$ cat src/hw/rtl/rgbpa_pkg.sv
`default_nettype none

package rgbpa_pkg;

	// Largest channel value, used for saturation and for divide by zero.
	localparam logic [7:0] ChanMax = 8'hFF;

	// Operation codes held in the operation register.
	// Codes eleven to fifteen have no member and pass the base channel through.
	typedef enum logic [3:0] {
		OP_AND     = 4'd0,
		OP_OR      = 4'd1,
		OP_XOR     = 4'd2,
		OP_ADD     = 4'd3,
		OP_SUB     = 4'd4,
		OP_MUL     = 4'd5,
		OP_DIV     = 4'd6,
		OP_MOD     = 4'd7,
		OP_ABSDIFF = 4'd8,
		OP_MAX     = 4'd9,
		OP_MIN     = 4'd10
	} op_t;

	typedef struct packed {
		logic [7:0] base_red;
		logic [7:0] base_green;
		logic [7:0] base_blue;
		logic       base_valid;
		logic [7:0] mask_red;
		logic [7:0] mask_green;
		logic [7:0] mask_blue;
		logic       mask_valid;
	} pix_in_t;

	typedef struct packed {
		logic [7:0] out_red;
		logic [7:0] out_green;
		logic [7:0] out_blue;
	} pix_out_t;

	// Control that travels with one channel through the lane.
	typedef struct packed {
		op_t  op;
		logic pass;
	} lane_ctl_t;

	// Partial state of the restoring divider.
	typedef struct packed {
		logic [7:0] rem;
		logic [7:0] quo;
	} div_t;

endpackage

`default_nettype wire

$ cat src/hw/rtl/rgbpa_lane.sv
`default_nettype none

module rgbpa_lane (
	input  wire logic                 clk,
	input  wire rgbpa_pkg::lane_ctl_t ctl,
	input  wire logic [7:0]           a,
	input  wire logic [7:0]           b,
	output logic [7:0]                y
);

	// One step of restoring division: brings in one dividend bit.
	function automatic rgbpa_pkg::div_t div_step(input rgbpa_pkg::div_t st,
			input logic abit, input logic [7:0] d);
		logic [8:0]      t;
		logic            ge;
		rgbpa_pkg::div_t nx;
		t       = {st.rem, abit};
		ge      = (t >= {1'b0, d});
		nx.rem  = ge ? 8'(t - {1'b0, d}) : t[7:0];
		nx.quo  = {st.quo[6:0], ge};
		return nx;
	endfunction

	rgbpa_pkg::lane_ctl_t ctl_s1, ctl_s2, ctl_s3, ctl_s4, ctl_s5;
	logic [7:0]           a_s1, a_s2, a_s3, a_s4, a_s5;
	logic [7:0]           b_s1, b_s2, b_s3, b_s4, b_s5;
	logic [7:0]           alu_s2, alu_s3, alu_s4, alu_s5;
	logic [15:0]          prod_s2;
	rgbpa_pkg::div_t      dv_s2, dv_s3, dv_s4, dv_s5;
	logic [7:0]           y_s6;

	logic [8:0]           sum;
	logic [7:0]           alu_c;
	logic [7:0]           mul_sat;
	logic [7:0]           fin_c;
	rgbpa_pkg::div_t      dv_zero;

	assign dv_zero = '0;
	assign sum     = {1'b0, a_s1} + {1'b0, b_s1};
	assign mul_sat = (|prod_s2[15:8]) ? rgbpa_pkg::ChanMax : prod_s2[7:0];

	// Operations resolved in the first lane stage; the others are filled in further down.
	always_comb begin
		case (ctl_s1.op)
			rgbpa_pkg::OP_AND:     alu_c = a_s1 & b_s1;
			rgbpa_pkg::OP_OR:      alu_c = a_s1 | b_s1;
			rgbpa_pkg::OP_XOR:     alu_c = a_s1 ^ b_s1;
			rgbpa_pkg::OP_ADD:     alu_c = sum[8] ? rgbpa_pkg::ChanMax : sum[7:0];
			rgbpa_pkg::OP_SUB:     alu_c = (a_s1 > b_s1) ? 8'(a_s1 - b_s1) : 8'd0;
			rgbpa_pkg::OP_ABSDIFF: alu_c = (a_s1 > b_s1) ? 8'(a_s1 - b_s1)
					: 8'(b_s1 - a_s1);
			rgbpa_pkg::OP_MAX:     alu_c = (a_s1 > b_s1) ? a_s1 : b_s1;
			rgbpa_pkg::OP_MIN:     alu_c = (a_s1 < b_s1) ? a_s1 : b_s1;
			default:               alu_c = a_s1;
		endcase
	end

	always_comb begin
		case (ctl_s5.op)
			rgbpa_pkg::OP_DIV: fin_c = (b_s5 == 8'd0) ? rgbpa_pkg::ChanMax : dv_s5.quo;
			rgbpa_pkg::OP_MOD: fin_c = (b_s5 == 8'd0) ? a_s5 : dv_s5.rem;
			default:           fin_c = alu_s5;
		endcase
		if (ctl_s5.pass) begin
			fin_c = a_s5;
		end
	end

	always_ff @(posedge clk) begin
		a_s1    <= a;
		b_s1    <= b;
		ctl_s1  <= ctl;

		a_s2    <= a_s1;
		b_s2    <= b_s1;
		ctl_s2  <= ctl_s1;
		alu_s2  <= alu_c;
		prod_s2 <= a_s1 * b_s1;
		dv_s2   <= div_step(div_step(dv_zero, a_s1[7], b_s1), a_s1[6], b_s1);

		a_s3    <= a_s2;
		b_s3    <= b_s2;
		ctl_s3  <= ctl_s2;
		alu_s3  <= (ctl_s2.op == rgbpa_pkg::OP_MUL) ? mul_sat : alu_s2;
		dv_s3   <= div_step(div_step(dv_s2, a_s2[5], b_s2), a_s2[4], b_s2);

		a_s4    <= a_s3;
		b_s4    <= b_s3;
		ctl_s4  <= ctl_s3;
		alu_s4  <= alu_s3;
		dv_s4   <= div_step(div_step(dv_s3, a_s3[3], b_s3), a_s3[2], b_s3);

		a_s5    <= a_s4;
		b_s5    <= b_s4;
		ctl_s5  <= ctl_s4;
		alu_s5  <= alu_s4;
		dv_s5   <= div_step(div_step(dv_s4, a_s4[1], b_s4), a_s4[0], b_s4);

		y_s6    <= fin_c;
	end

	assign y = y_s6;

endmodule

`default_nettype wire

$ cat src/hw/rtl/rgb_pixel_arithmetic_unit_top.sv
`default_nettype none

// Per-channel arithmetic on RGB pixel pairs.
//
// Input channel: a pixel pair on pixel_in is transferred at every rising edge
// at which start is high and busy is low. The unit never pushes back, so busy
// stays low and a new pair may be transferred in every cycle.
// Result channel: done is high for exactly one cycle while result holds the
// pixel; the transfer completes at the edge that ends that cycle. The
// receiver cannot hold results off, and none is needed, since results leave
// in the order in which pairs arrived, one per cycle at most.
// Throughput is one pixel pair per cycle. From the input transfer to the result
// transfer, a pair passes the input register, the restoring divider, which
// resolves two quotient bits in each of four stages, and the output register
// that selects the final value.
// Configuration: cfg_wdata is written into the operation register at any edge
// with cfg_wen high; it should only change while no pair is in flight.
// Reset clears the operation register to AND and empties the pipeline, so no
// spurious done appears afterwards.
module rgb_pixel_arithmetic_unit_top (
	input  wire logic               clk,
	input  wire logic               arst_n,
	input  wire logic               start,
	output logic                    busy,
	input  wire rgbpa_pkg::pix_in_t pixel_in,
	output logic                    done,
	output rgbpa_pkg::pix_out_t     result,
	input  wire logic               cfg_wen,
	input  wire logic [3:0]         cfg_wdata
);

	rgbpa_pkg::op_t       op_q;
	rgbpa_pkg::lane_ctl_t ctl;
	logic                 accept;
	logic vld_s1, vld_s2, vld_s3, vld_s4, vld_s5, vld_s6;

	// The pipeline always advances, so a transfer is never refused.
	assign busy   = 1'b0;
	assign accept = start && !busy;

	// Operation register; unused codes are kept as written and fall through
	// to the pass-through arm of the lanes.
	always_ff @(posedge clk or negedge arst_n) begin
		if (!arst_n) begin
			op_q <= rgbpa_pkg::OP_AND;
		end else if (cfg_wen) begin
			op_q <= rgbpa_pkg::op_t'(cfg_wdata);
		end
	end

	// An invalid base or mask pixel forwards the base pixel unchanged.
	assign ctl.op   = op_q;
	assign ctl.pass = !(pixel_in.base_valid && pixel_in.mask_valid);

	// Valid bits run alongside the lane data; the data registers need no reset.
	always_ff @(posedge clk or negedge arst_n) begin
		if (!arst_n) begin
			vld_s1 <= 1'b0;
			vld_s2 <= 1'b0;
			vld_s3 <= 1'b0;
			vld_s4 <= 1'b0;
			vld_s5 <= 1'b0;
			vld_s6 <= 1'b0;
		end else begin
			vld_s1 <= accept;
			vld_s2 <= vld_s1;
			vld_s3 <= vld_s2;
			vld_s4 <= vld_s3;
			vld_s5 <= vld_s4;
			vld_s6 <= vld_s5;
		end
	end

	rgbpa_lane u_lane_red (
		.clk (clk),
		.ctl (ctl),
		.a   (pixel_in.base_red),
		.b   (pixel_in.mask_red),
		.y   (result.out_red)
	);

	rgbpa_lane u_lane_green (
		.clk (clk),
		.ctl (ctl),
		.a   (pixel_in.base_green),
		.b   (pixel_in.mask_green),
		.y   (result.out_green)
	);

	rgbpa_lane u_lane_blue (
		.clk (clk),
		.ctl (ctl),
		.a   (pixel_in.base_blue),
		.b   (pixel_in.mask_blue),
		.y   (result.out_blue)
	);

	assign done = vld_s6;

	// Every transfer in produces a result at the end of the pipeline.
	a_in_to_out: assert property (@(posedge clk) disable iff (!arst_n)
		accept |-> ##6 done)
		else $error("accepted pixel pair produced no result");

	// No result appears without a matching earlier transfer.
	a_out_from_in: assert property (@(posedge clk) disable iff (!arst_n)
		done |-> $past(accept, 6))
		else $error("result without a matching input transfer");

	// An invalid base pixel is forwarded untouched; the red and blue channels are checked.
	a_pass_through: assert property (@(posedge clk) disable iff (!arst_n)
		(accept && !pixel_in.base_valid) |-> ##6
		(result.out_red == $past(pixel_in.base_red, 6) &&
		 result.out_blue == $past(pixel_in.base_blue, 6)))
		else $error("invalid pixel was not passed through");

endmodule

`default_nettype wire
$ cat config.mk
export PLATFORM = sky130hd
export DESIGN_NAME = rgb_pixel_arithmetic_unit_top
export DESIGN_NICKNAME = d
export VERILOG_FILES = /design/src/hw/rtl/rgbpa_pkg.sv /design/src/hw/rtl/rgbpa_lane.sv /design/src/hw/rtl/rgb_pixel_arithmetic_unit_top.sv
export SDC_FILE = /design/constraint.sdc
export NUM_CORES = 2
export LEC_CHECK = 0
export ABC_AREA = 1
export BUFFER_PORTS_ARGS = -buffer_cell sky130_fd_sc_hd__buf_2
export CAP_MARGIN = 20
export CORE_ASPECT_RATIO = 0.7
export CORE_MARGIN = 5
export CORE_UTILIZATION = 30
export CTS_CLUSTER_SIZE = 16
export DETAILED_ROUTE_END_ITERATION = 8
export SLEW_MARGIN = 30
export SYNTH_ARGS = -nofsm -noshare
export SYNTH_HDL_FRONTEND = slang
export SYNTH_HIERARCHICAL = 1
export SYNTH_SLANG_ARGS = --single-unit
$ cat constraint.sdc
create_clock -name clk -period 5.1 [get_ports clk]
set_input_delay 1.02 -clock clk [delete_from_list [all_inputs] [get_ports clk]]
set_output_delay 1.02 -clock clk [all_outputs]
set_load 0.05 [all_outputs]
==> Implementation_results.wiki <==
{| class="wikitable"
! Metric !! Value
|-
| Std-Cell Rows || 108
|-
| Maximum fanout along the worst path || 13
|-
| # clock sinks || 649
|-
| Number of I/O pins || 84
|-
| IO buf count || 82
|-
| Mux share of post-synthesis cell area || 0%
|-
| Fillcell total || 12,770
|-
| LEAKAGE || 21.99 nW
|-
| RePlAce Congestion || 0.9228
|-
| Net Count, Synth || 5,315
|-
| Die area || 0.1326 sq mm
|-
| Number of buffers added by the clock tree synthesis step || 68
|-
| Overall power of the completed layout || 19.48 mW
|-
| Clock transition time at the flip-flop clock pins of the worst setup and hold paths || 70 ps
|-
| Clock period minus worst slack || 4475 ps
|-
| Register Area || 0.01304 sq mm
|-
| Critical path endpoint category || flop
|-
| Final setup violation count || 0
|-
| Total half-perimeter wirelength after legalization and detailed placement || 75,480 um
|-
| Class of the worst hold path || input pin to async pin
|-
| Post_cts resized || 0
|-
| Source-to-sink clock delay at the later pin of the worst-skew pair || 650 ps
|-
| Share of Yosys cell area claimed by the top area cell type || 34.04%
|-
| Register bit total from synthesis || 649
|-
| Routed wirelength normalized by instance count || 14.67 um
|-
| Total iterations of the first detailed-routing run || 5
|-
| Initial antenna violation count || 7
|-
| TritonCTS clock tree || done
|-
| Clock tree buffer depth || 3
|-
| Post-route clock period utilization || 87.74%
|-
| Die height || 306.1 um
|-
| Per-cell via count in the routed design || 4.581
|-
| FFs w/ async S/R, synth || 1.541%
|-
| GRT Overall Usage || 14.29%
|-
| Placeable Area || 0.1242 sq mm
|-
| Final TNS setup || 0 ps
|-
| Share of post-route cells with drive strength above 1 || 8.914%
|-
| Setup repair after global routing missed its margin || no
|-
| Required arrival time at the worst endpoint || 5620 ps
|-
| Mean cell area of the mapped netlist || 7.932 sq um
|-
| Drc violations || 0
|-
| Multi-input gate area || 0.02087 sq mm
|-
| Yosys warning total || 6
|-
| # Post-CTS Setup Buffers || 0
|-
| Area fraction in compound gates after synthesis || 7.247%
|-
| Cell type contributing the most total cell area after synthesis || dfxtp_1
|-
| Max capacitance violation total || 0
|-
| Detailed Route WL || 95,650 um
|-
| Area grow syn2layout || 11.65%
|-
| Dominant synthesized flop cell || dfxtp_1
|-
| Synthesized-area fraction occupied by adder cells || 20.03%
|-
| Die width || 433.0 um
|-
| Starting density of the core || 30.26%
|-
| Pwr dens || 464.3 mW/mm^2
|-
| EDFF count, synth || 0
|-
| Basic-gate share of the synthesized area counting and, or, nand and nor cells || 24.46%
|-
| Launching point of the worst reg2reg path || u_lane_green/b_s1[4]
|-
| Combinational family with the most area after synthesis || simple AND/OR/NAND/NOR gates
|-
| Category of the worst setup path launch point || flop
|-
| Via count || 29,870
|-
| Antenna Nets Post-Route || 0
|-
| Largest net degree at the start of global routing || 30
|-
| # hold bufs at CTS || 0
|-
| Number of levels the H-tree was split into || 3
|-
| Hold slack || 245.8 ps
|-
| Final number of hold-violating endpoints || 0
|-
| Type of the worst setup path || flop to flop
|-
| Sequential element share of the synthesized area || 34.70%
|-
| Launch point of the critical path || u_lane_green/b_s1[4]
|-
| Worst Skew || 67.41 ps
|-
| Top cells by area in the synthesized netlist || dfxtp_1 (34%), ha_1 (13%), nand2_1 (12%)
|-
| Synthesized area || 0.03758 sq mm
|-
| Result of the run || complete, no violations
|-
| Max IR drop VDD || 0.2329 mV
|-
| Critical path data arrival time || 5000 ps
|-
| First-pass GRT wire length || 154,500 um
|-
| Worst slew margin relative to its limit || 29.84%
|-
| Count of unique library cells instantiated by Yosys || 62
|-
| Fin worst setup slack || 625.0 ps
|-
| Cells after synthesis || 4,738
|-
| XOR/XNOR share of the synthesized area || 3.682%
|-
| Sum of overflow across all layers after global routing || 0
|-
| Transition at the pin with the smallest max-transition slack || 1044 ps
|-
| Initial DRC Count || 2,523
|-
| Max Transition Viols Final || 0
|-
| Number of global-route vias before repair || 28,290
|-
| Net count of the finished layout || 5,394
|-
| Worst slack after detailed placement || 673.2 ps
|-
| Root buffer selected by CTS || clkbuf_16
|-
| Achievable Freq || 223.5 MHz
|}
worst paths after layout:
| check | to | slack [ps] | cells after the start |
|---|---|---|---|
| worst max-delay path | u_lane_green/prod_s2[13] | 630 | 13 |
| worst min-delay path | op_q[1] | 250 | 1 |
| worst max register to register | u_lane_green/prod_s2[13] | 630 | 13 |
| worst min register to register | u_lane_blue/ctl_s5[4] | 260 | 0 |
| max in group asynchronous | op_q[2] | 4670 | 1 |
| min in group clk | u_lane_blue/ctl_s5[4] | 260 | 0 |
registers in the layout, summed over array words and instances, names as in the netlist, 10 cells and up:
name	flops
u_lane_red/dv_s2	10
u_lane_blue/prod_s2	16
u_lane_red/prod_s2	16
u_lane_green/prod_s2	16
u_lane_green/dv_s5	16
u_lane_green/dv_s4	14
u_lane_blue/dv_s2	10
u_lane_red/dv_s5	16
u_lane_green/dv_s3	12
u_lane_red/dv_s3	12
u_lane_blue/dv_s3	12
u_lane_red/dv_s4	14
u_lane_green/dv_s2	10
u_lane_blue/dv_s4	14
u_lane_blue/dv_s5	16
routing by layer:
metal / global-route usage, % / up-vias / routed length, um
li1: - / 15200 / -
met1: 22.46 / 13720 / 50180
met2: 19.57 / 853 / 36930
met3: 3.139 / 99 / 6842
met4: 3.176 / 2 / 1687
met5: 0 / - / 9
cell families (layout without fill, tap and decap cells):
logic type | after synthesis | in the layout
flip-flops | 649 | 649
AO/OA/AOI/OAI | 464 | 464
AND/OR/NAND/NOR | 2038 | 2038
adder cells (fa/ha/maj) | 519 | 519
buffers and inverters | 909 | 1040
XOR/XNOR | 158 | 158
other | 1 | 3
power breakdown:
group          switching [mW]  total, mW  internal (mW)
clock network            2.25       5.05           2.79
registers               0.451       6.49           6.04
logic                    5.04       7.95           2.91
area by class of cell:
class	count	share of cell area [%]
clock inverter	38	1.085
clock buffer	84	4.437
antenna	2	0.01193
timing repair buffer	103	1.354
inverter	815	7.371
sequential	649	31.08
multi-input combinational	3180	49.74
tap	1650	4.920
cell usage in the layout (no fill, tap or decap), drive strengths merged, types with 2 or more instances in the layout:
master / Yosys / layout
nand2: 1214 / 1214
and2: 3 / 3
nand4: 112 / 112
o22ai: 22 / 22
nand3: 352 / 352
a21o: 14 / 14
o21bai: 16 / 16
nor3b: 2 / 2
inv: 812 / 825
nor2: 267 / 267
a31oi: 36 / 36
nor3: 48 / 48
bufinv: 0 / 2
nor4: 12 / 12
xor2: 119 / 119
o21ai: 144 / 144
buf: 62 / 103
nand3b: 13 / 13
dfxtp: 639 / 639
a21boi: 2 / 2
or2: 12 / 12
fa: 138 / 138
clkinv: 3 / 23
dfrtp: 10 / 10
a21oi: 201 / 201
diode: 0 / 2
o311ai: 3 / 3
clkbuf: 32 / 84
clkinvlp: 0 / 3
and3: 2 / 2
ha: 381 / 381
o211ai: 17 / 17
xnor2: 39 / 39
a211oi: 6 / 6
cells in the mapped netlist, types with 47 or more instances:
master	count
fa_1	138
nand2_1	1170
ha_1	381
dfxtp_1	639
inv_1	754
o21ai_0	105
nor2_1	250
nand3_1	325
inv_2	47
a21oi_1	180
xor2_1	119
nand4_1	109
worst max-delay path, cell delays in order (launching register included):
cell      delay [ps]
dfxtp_1          650
ha_1             440
fa_1             460
fa_1             470
fa_1             540
inv_1             50
fa_1             530
inv_1             40
ha_1             350
a21oi_1          220
o21ai_0          130
a21oi_1          220
o21bai_1         110
xor2_1           140
per-stage QoR:
stage,util (%),cell area [sq um],instances
floorplan,-,37580,4738
global placement,31.90,39610,6397
detailed placement,31.91,39630,6397
CTS,33.77,41940,6519
global route,33.79,41960,6521
finish,33.79,41960,6521
(Power assumes the default switching activity.)
